<file path="src/design/tma_pkg.sv">
package tma_pkg;

	localparam int WINDOW_MAX_DEF  = 64;
	localparam int SAMPLE_BITS_DEF = 32;

	// window_length register
	localparam int CFG_BITS     = 7;
	localparam int WINDOW_RESET = 5;

endpackage

</file>
<file path="src/design/tma_stream_if.sv">
interface tma_in_if #(
	parameter int SAMPLE_BITS = tma_pkg::SAMPLE_BITS_DEF
);
	logic                          valid;
	logic                          ready;
	logic signed [SAMPLE_BITS-1:0] sample;
	logic                          start_of_track;

	modport source (output valid, output sample, output start_of_track, input ready);
	modport sink   (input valid, input sample, input start_of_track, output ready);
endinterface

interface tma_out_if #(
	parameter int SAMPLE_BITS = tma_pkg::SAMPLE_BITS_DEF
);
	logic                          valid;
	logic                          ready;
	logic signed [SAMPLE_BITS-1:0] value;
	logic                          smoothed;

	modport source (output valid, output value, output smoothed, input ready);
	modport sink   (input valid, input value, input smoothed, output ready);
endinterface

</file>
<file path="src/design/trailing_moving_average.sv">
// channel    | dir | handshake   | word
// sample_ch  | in  | valid/ready | sample, start_of_track
// result_ch  | out | valid/ready | value, smoothed
// cfg        | in  | cfg_we      | cfg_wdata = window_length
//
// One word at a time. A smoothed result passes through these steps in order: the accepting
// edge reads the delay line, ST_READ updates the sum, ST_DIV runs the one-bit-a-cycle
// restoring divider over the SUM_BITS-bit dividend, and ST_DONE loads the output register.
// A passed-through sample skips ST_DIV. The next word is accepted once the result loads.
// The next word is taken while the result register still waits on result_ch.ready;
// a stalled result holds the sequencer in its last state. arst_n clears control
// state and sets window_length to 5; the delay line is not cleared.
module trailing_moving_average #(
	parameter int WINDOW_MAX  = tma_pkg::WINDOW_MAX_DEF,
	parameter int SAMPLE_BITS = tma_pkg::SAMPLE_BITS_DEF
) (
	input  logic                        clk,
	input  logic                        arst_n,
	tma_in_if.sink                      sample_ch,
	tma_out_if.source                   result_ch,
	input  logic                        cfg_we,
	input  logic [tma_pkg::CFG_BITS-1:0] cfg_wdata
);

	localparam int AW       = (WINDOW_MAX > 1) ? $clog2(WINDOW_MAX) : 1;
	localparam int WIN_BITS = $clog2(WINDOW_MAX + 1);
	localparam int SUM_BITS = SAMPLE_BITS + AW;
	localparam int CNT_BITS = $clog2(SUM_BITS);

	typedef enum logic [1:0] {
		ST_IDLE,
		ST_READ,
		ST_DIV,
		ST_DONE
	} state_t;

	state_t                        state_q;
	logic [tma_pkg::CFG_BITS-1:0]  window_length_q;
	logic signed [SUM_BITS-1:0]    sum_q;
	logic [AW-1:0]                 wp_q;
	logic [WIN_BITS-1:0]           seen_q;
	logic [WIN_BITS-1:0]           win_q;
	logic signed [SAMPLE_BITS-1:0] x_q;
	logic [SUM_BITS-1:0]           dvd_q;
	logic [WIN_BITS-1:0]           rem_q;
	logic [CNT_BITS-1:0]           cnt_q;
	logic                          neg_q;
	logic                          full_q;
	logic                          out_valid_q;
	logic signed [SAMPLE_BITS-1:0] value_q;
	logic                          smoothed_q;

	logic signed [SAMPLE_BITS-1:0] mem [WINDOW_MAX];
	logic signed [SAMPLE_BITS-1:0] rd_q;

	logic                          accept;
	logic [WIN_BITS-1:0]           win_eff;
	logic [AW-1:0]                 wp_cur;
	logic [AW:0]                   old_sum;
	logic [AW-1:0]                 old_idx;
	logic signed [SUM_BITS-1:0]    sum_next;
	logic [WIN_BITS-1:0]           seen_next;
	logic                          full_next;
	logic [WIN_BITS:0]             rem_sh;
	logic                          q_bit;
	logic [SUM_BITS-1:0]           quot;
	logic                          out_free;

	assign accept          = sample_ch.valid && sample_ch.ready;
	assign sample_ch.ready = (state_q == ST_IDLE);
	assign result_ch.valid = out_valid_q;
	assign result_ch.value = value_q;
	assign result_ch.smoothed = smoothed_q;
	assign out_free        = !out_valid_q || result_ch.ready;

	always_comb begin
		if (window_length_q == '0) begin
			win_eff = WIN_BITS'(1);
		end else if (int'(window_length_q) > WINDOW_MAX) begin
			win_eff = WIN_BITS'(WINDOW_MAX);
		end else begin
			win_eff = WIN_BITS'(window_length_q);
		end
	end

	// slot of the sample leaving the window, modulo WINDOW_MAX
	always_comb begin
		wp_cur  = sample_ch.start_of_track ? '0 : wp_q;
		old_sum = {1'b0, wp_cur} + (AW+1)'(WINDOW_MAX) - (AW+1)'(win_eff);
		if (old_sum >= (AW+1)'(WINDOW_MAX)) begin
			old_idx = AW'(old_sum - (AW+1)'(WINDOW_MAX));
		end else begin
			old_idx = AW'(old_sum);
		end
	end

	always_comb begin
		sum_next = sum_q + SUM_BITS'(x_q);
		if (seen_q >= win_q) begin
			sum_next = sum_next - SUM_BITS'(rd_q);
		end
		seen_next = (seen_q < win_q) ? seen_q + 1'b1 : seen_q;
		full_next = (seen_next >= win_q);
	end

	always_comb begin
		rem_sh = {rem_q, dvd_q[SUM_BITS-1]};
		q_bit  = (rem_sh >= {1'b0, win_q});
		quot   = neg_q ? (~dvd_q + 1'b1) : dvd_q;
	end

	// delay line: read the leaving slot at accept, write the new sample in ST_READ
	always_ff @(posedge clk) begin
		if (accept) begin
			rd_q <= mem[old_idx];
		end
		if (state_q == ST_READ) begin
			mem[wp_q] <= x_q;
		end
	end

	always_ff @(posedge clk or negedge arst_n) begin
		if (!arst_n) begin
			state_q         <= ST_IDLE;
			window_length_q <= tma_pkg::CFG_BITS'(tma_pkg::WINDOW_RESET);
			sum_q           <= '0;
			wp_q            <= '0;
			seen_q          <= '0;
			out_valid_q     <= 1'b0;
			win_q           <= '0;
			x_q             <= '0;
			dvd_q           <= '0;
			rem_q           <= '0;
			cnt_q           <= '0;
			neg_q           <= 1'b0;
			full_q          <= 1'b0;
			value_q         <= '0;
			smoothed_q      <= 1'b0;
		end else begin
			if (out_valid_q && result_ch.ready) begin
				out_valid_q <= 1'b0;
			end
			if (cfg_we) begin
				window_length_q <= cfg_wdata;
				sum_q           <= '0;
				wp_q            <= '0;
				seen_q          <= '0;
			end
			case (state_q)
				ST_IDLE: begin
					if (accept) begin
						x_q   <= sample_ch.sample;
						win_q <= win_eff;
						wp_q  <= wp_cur;
						if (sample_ch.start_of_track) begin
							sum_q  <= '0;
							seen_q <= '0;
						end
						state_q <= ST_READ;
					end
				end
				ST_READ: begin
					sum_q  <= sum_next;
					seen_q <= seen_next;
					wp_q   <= (int'(wp_q) == WINDOW_MAX - 1) ? '0 : wp_q + 1'b1;
					full_q <= full_next;
					rem_q  <= '0;
					cnt_q  <= '0;
					if (full_next) begin
						neg_q   <= sum_next[SUM_BITS-1];
						dvd_q   <= sum_next[SUM_BITS-1] ? SUM_BITS'(-sum_next)
							: SUM_BITS'(sum_next);
						state_q <= ST_DIV;
					end else begin
						// pass through: quotient register carries the raw sample
						neg_q   <= 1'b0;
						dvd_q   <= SUM_BITS'(x_q);
						state_q <= ST_DONE;
					end
				end
				ST_DIV: begin
					rem_q <= q_bit ? WIN_BITS'(rem_sh - {1'b0, win_q}) : WIN_BITS'(rem_sh);
					dvd_q <= {dvd_q[SUM_BITS-2:0], q_bit};
					cnt_q <= cnt_q + 1'b1;
					if (int'(cnt_q) == SUM_BITS - 1) begin
						state_q <= ST_DONE;
					end
				end
				ST_DONE: begin
					if (out_free) begin
						value_q     <= quot[SAMPLE_BITS-1:0];
						smoothed_q  <= full_q;
						out_valid_q <= 1'b1;
						state_q     <= ST_IDLE;
					end
				end
				default: begin
					state_q <= ST_IDLE;
				end
			endcase
		end
	end

endmodule

</file>
<file path="src/flat_wrapper.sv">
// flat-port wrapper written by rule: the top's interface ports become plain ports
module trailing_moving_average_flat 
#(
	parameter int WINDOW_MAX  = tma_pkg::WINDOW_MAX_DEF,
	parameter int SAMPLE_BITS = tma_pkg::SAMPLE_BITS_DEF
)
  (clk, arst_n, cfg_we, cfg_wdata, sample_ch_valid, sample_ch_sample, sample_ch_start_of_track, sample_ch_ready, result_ch_valid, result_ch_value, result_ch_smoothed, result_ch_ready);
  tma_in_if #(.SAMPLE_BITS(SAMPLE_BITS)) sample_ch_i ();
  tma_out_if #(.SAMPLE_BITS(SAMPLE_BITS)) result_ch_i ();
  input  logic clk;
  input  logic arst_n;
  input  logic cfg_we;
  input  logic [tma_pkg::CFG_BITS-1:0] cfg_wdata;
  input wire logic [$bits(sample_ch_i.valid)-1:0] sample_ch_valid;
  input wire logic [$bits(sample_ch_i.sample)-1:0] sample_ch_sample;
  input wire logic [$bits(sample_ch_i.start_of_track)-1:0] sample_ch_start_of_track;
  output wire logic [$bits(sample_ch_i.ready)-1:0] sample_ch_ready;
  output wire logic [$bits(result_ch_i.valid)-1:0] result_ch_valid;
  output wire logic [$bits(result_ch_i.value)-1:0] result_ch_value;
  output wire logic [$bits(result_ch_i.smoothed)-1:0] result_ch_smoothed;
  input wire logic [$bits(result_ch_i.ready)-1:0] result_ch_ready;
  assign sample_ch_i.valid = sample_ch_valid;
  assign sample_ch_i.sample = sample_ch_sample;
  assign sample_ch_i.start_of_track = sample_ch_start_of_track;
  assign sample_ch_ready = sample_ch_i.ready;
  assign result_ch_valid = result_ch_i.valid;
  assign result_ch_value = result_ch_i.value;
  assign result_ch_smoothed = result_ch_i.smoothed;
  assign result_ch_i.ready = result_ch_ready;
  trailing_moving_average #(.WINDOW_MAX(WINDOW_MAX), .SAMPLE_BITS(SAMPLE_BITS)) u_core (.clk(clk), .arst_n(arst_n), .sample_ch(sample_ch_i), .result_ch(result_ch_i), .cfg_we(cfg_we), .cfg_wdata(cfg_wdata));
endmodule
</file>
<file path="config.mk">
export PLATFORM = sky130hd
export DESIGN_NAME = trailing_moving_average_flat
export DESIGN_NICKNAME = d
export VERILOG_FILES = /design/src/design/tma_pkg.sv /design/src/design/tma_stream_if.sv /design/src/design/trailing_moving_average.sv /design/src/flat_wrapper.sv
export SDC_FILE = /design/constraint.sdc
export NUM_CORES = 2
export LEC_CHECK = 0
export ABC_AREA = 0
export CAP_MARGIN = 5
export CORE_ASPECT_RATIO = 1.5
export CORE_MARGIN = 2
export CORE_UTILIZATION = 57
export DETAILED_ROUTE_END_ITERATION = 10
export DONT_BUFFER_PORTS = 1
export PLACE_DENSITY = 0.72
export SYNTH_ARGS = -nofsm -noshare
export SYNTH_HDL_FRONTEND = slang
export SYNTH_SLANG_ARGS = --single-unit
</file>
<file path="constraint.sdc">
create_clock -name clk -period 5.75 [get_ports clk]
set_clock_uncertainty 0.15 [all_clocks]
set_input_delay 1.15 -clock clk [delete_from_list [all_inputs] [get_ports clk]]
set_output_delay 1.15 -clock clk [all_outputs]
set_load 0.05 [all_outputs]
</file>
==> results_dict.tcl <==
set metrics [dict create \
    cts_tree "done" \
    grt_max_degree 185 \
    grt_pass1_vias 51900 \
    hp-class "primary input to async pin" \
    path_clk_slew_ps 70 \
    start_util_pct 57.2 \
    viasPerCell 6.54 \
    num-nets-final 5480 \
    core_area_um2 165000 \
    synth.cell_area_um2 94500 \
    worst-path-max-fanout 4 \
    max_cap_viol_count 0 \
    cts-root-buf "clkbuf_16" \
    overflow 0 \
    die_y_um 503 \
    mostFrequentLayoutCells "edfxtp_1 (2080), mux4_2 (640), buf_4 (359)" \
    grt_pass1_wl_um 356000 \
    synth-edff-count 2080 \
    place_congestion 0.949 \
    postRouteAntennaNets 0 \
    pin_count 80 \
    setup_ws_ps 58.3 \
    yosysWarnings 0 \
    cts_buffers 195 \
    layout_commonest_cell "edfxtp_1" \
    place_area_um2 100000 \
    worst_slew_pin_slew_ps 1290 \
    ir_drop_v 0.000581 \
    fin_hold_ws_ps 106 \
    hold_viol_final 0 \
    grt.total_usage_pct 29.7 \
    num_rows 183 \
    syn-num-nets 5152 \
    drt_iter0_drc 4770 \
    required_ps 6320 \
    p_per_area_nw_per_um2 611 \
    status "finished clean" \
    vias 50500 \
    wirelength_um 248000 \
    drt-pass1-iter-count 7 \
    synth_top_area_share_pct 66.1 \
    ys.flop_type "edfxtp_1" \
    critPathKind "flop to flop" \
    timing.final.crit_share_pct 99.0 \
    total_power_mw 65.6 \
    worstPathArrival_ps 6260 \
    reg2reg_slack_ps 60 \
    max_slew_margin_pct 12.8 \
    ys_ff_latch 2266 \
    place_ws_ps -48.3 \
    cts.path.max_buffers 3 \
    antenna_found_initial 15 \
    synth_cells 4993 \
    drc_errors 0 \
    dieArea_um2 169000 \
    max_freq_mhz 176 \
    final_area_um2 107000 \
    ys_types 103 \
    synth_area_leaders "edfxtp_1 (66%), mux4_2 (15%), dfrtp_1 (4.9%)" \
    finalSetupViolations 0 \
    ys_seq_area_share_pct 71.0 \
    synth_area_per_cell_um2 18.9 \
    cp-end-kind "flop" \
    cts_max_level 4 \
    clkLatencyLatePin_ps 860 \
    die_w_um 336 \
    area_growth_pct 13.6 \
    numPortBuffers 0 \
    wl_per_cell_um 32.1 \
    clock_sinks 2266 \
    fin_crit_ps 5690 \
    dpl.hpwl_um 153000 \
    drive_above_1_share_pct 29.4 \
    synthArstFlopShare_pct 8.21 \
    slew_violations 0 \
    startpoint_type "flop" \
    synth_largest_area_cell "edfxtp_1" \
    p_leak_nw 35.7 \
]
## final timing paths
kind | startpoint | end | depth (start not counted)
hold / removal | arst_n | u_core.dvd_q[4] | 1
setup reg to reg | u_core.x_q[0] | u_core.dvd_q[36] | 23
hold reg to reg | u_core.full_q | u_core.full_q | 1
max in group asynchronous | arst_n | u_core.x_q[31] | 1
setup / recovery | u_core.x_q[0] | u_core.dvd_q[36] | 23
min in group clk | sample_ch_sample[4] | u_core.x_q[4] | 1
## flip-flops by register name, summed over array words and instances, names as in the netlist, 32 cells and up
name                    flops
u_core.mem               2048
u_core.result_ch.value     32
u_core.dvd_q               38
u_core.sum_q               38
u_core.x_q                 32
u_core.rd_q                32
## synthesized netlist by cell type (47+ instances only)
| cell type | count |
|---|---|
| xor2_1 | 76 |
| ha_1 | 110 |
| xnor2_1 | 62 |
| buf_1 | 59 |
| dfrtp_1 | 184 |
| a21o_1 | 50 |
| nor2b_1 | 48 |
| nand2_1 | 256 |
| o21ai_0 | 192 |
| a21oi_1 | 148 |
| clkbuf_1 | 176 |
| edfxtp_1 | 2080 |
| mux4_2 | 640 |
| nor2_1 | 175 |
| inv_1 | 93 |
| mux2_2 | 47 |
## cell families after synthesis
kind of cell / count (synthesis) / share of synthesized area, %
buf+inv: 359 / 1.51
mux: 730 / 16.3
simple gates: 701 / 3.54
flops: 2266 / 71.0
xor+xnor: 140 / 1.31
fa+ha+maj: 114 / 1.54
compound gates: 683 / 4.79
## repair_timing
item | in CTS | in global routing
pin swaps | 2 | 44
gates cloned | 0 | 1
hold buffers | 2 | 0
setup buffers | 0 | 16
endpoints found under the hold margin | 184 | 0
gates resized for setup | 8 | 86
endpoints found under the setup margin | 7 | 25
## area by class of cell
| type | count | area [um^2] |
|---|---|---|
| flip-flops and latches | 2266 | 67200 |
| clock inverters | 131 | 1540 |
| clock buffers | 233 | 5060 |
| diodes | 13 | 32.5 |
| inverters | 94 | 353 |
| well taps | 2220 | 2780 |
| multi-input cells | 2368 | 26900 |
| fillers | 10900 | 58000 |
| repair buffers | 396 | 3430 |
## routing by layer
layer / part of all wire (%) / track usage [%] / routed length, um
met1: 34 / 34.6 / 85100
met2: 53 / 52.7 / 131000
met3: 6.8 / 5.04 / 16800
met4: 5.9 / 15.4 / 14600
met5: 0.054 / 0.460 / 134
## worst max-delay path: stages, from the launching register on
cell      delay, ps
dfrtp_2         410
ha_1            220
buf_4           130
a21o_1          180
and4_4          210
o211ai_1        310
nand3b_1        230
a31oi_1         270
xor2_1          270
inv_1           110
ha_4            300
buf_4           110
nand4_1         110
or3_4           380
a311oi_4        380
nor2_4          110
o21bai_1        170
xnor2_1         110
o32a_1          380
nor4b_2         290
buf_4           160
a41oi_2         120
xnor2_1         160
o31ai_1         250
## stage by stage
stage / std cells / utilization, % / setup TNS [ps]
after floorplan: 4993 / - / 0
after global placement: 7325 / 60.5 / 0
after detailed placement: 7325 / 60.5 / -66.2
after CTS: 7691 / 64.5 / 0
after global routing: 7716 / 64.9 / -668
final: 7721 / 64.9 / 0
## report_power, final
group	switching [mW]	leakage [nW]	internal, mW
clock	6.03	3.20	7.53
sequential	1.16	21.1	21.2
combinational	17.4	11.4	12.3
Power figures use the tool's default switching activity.
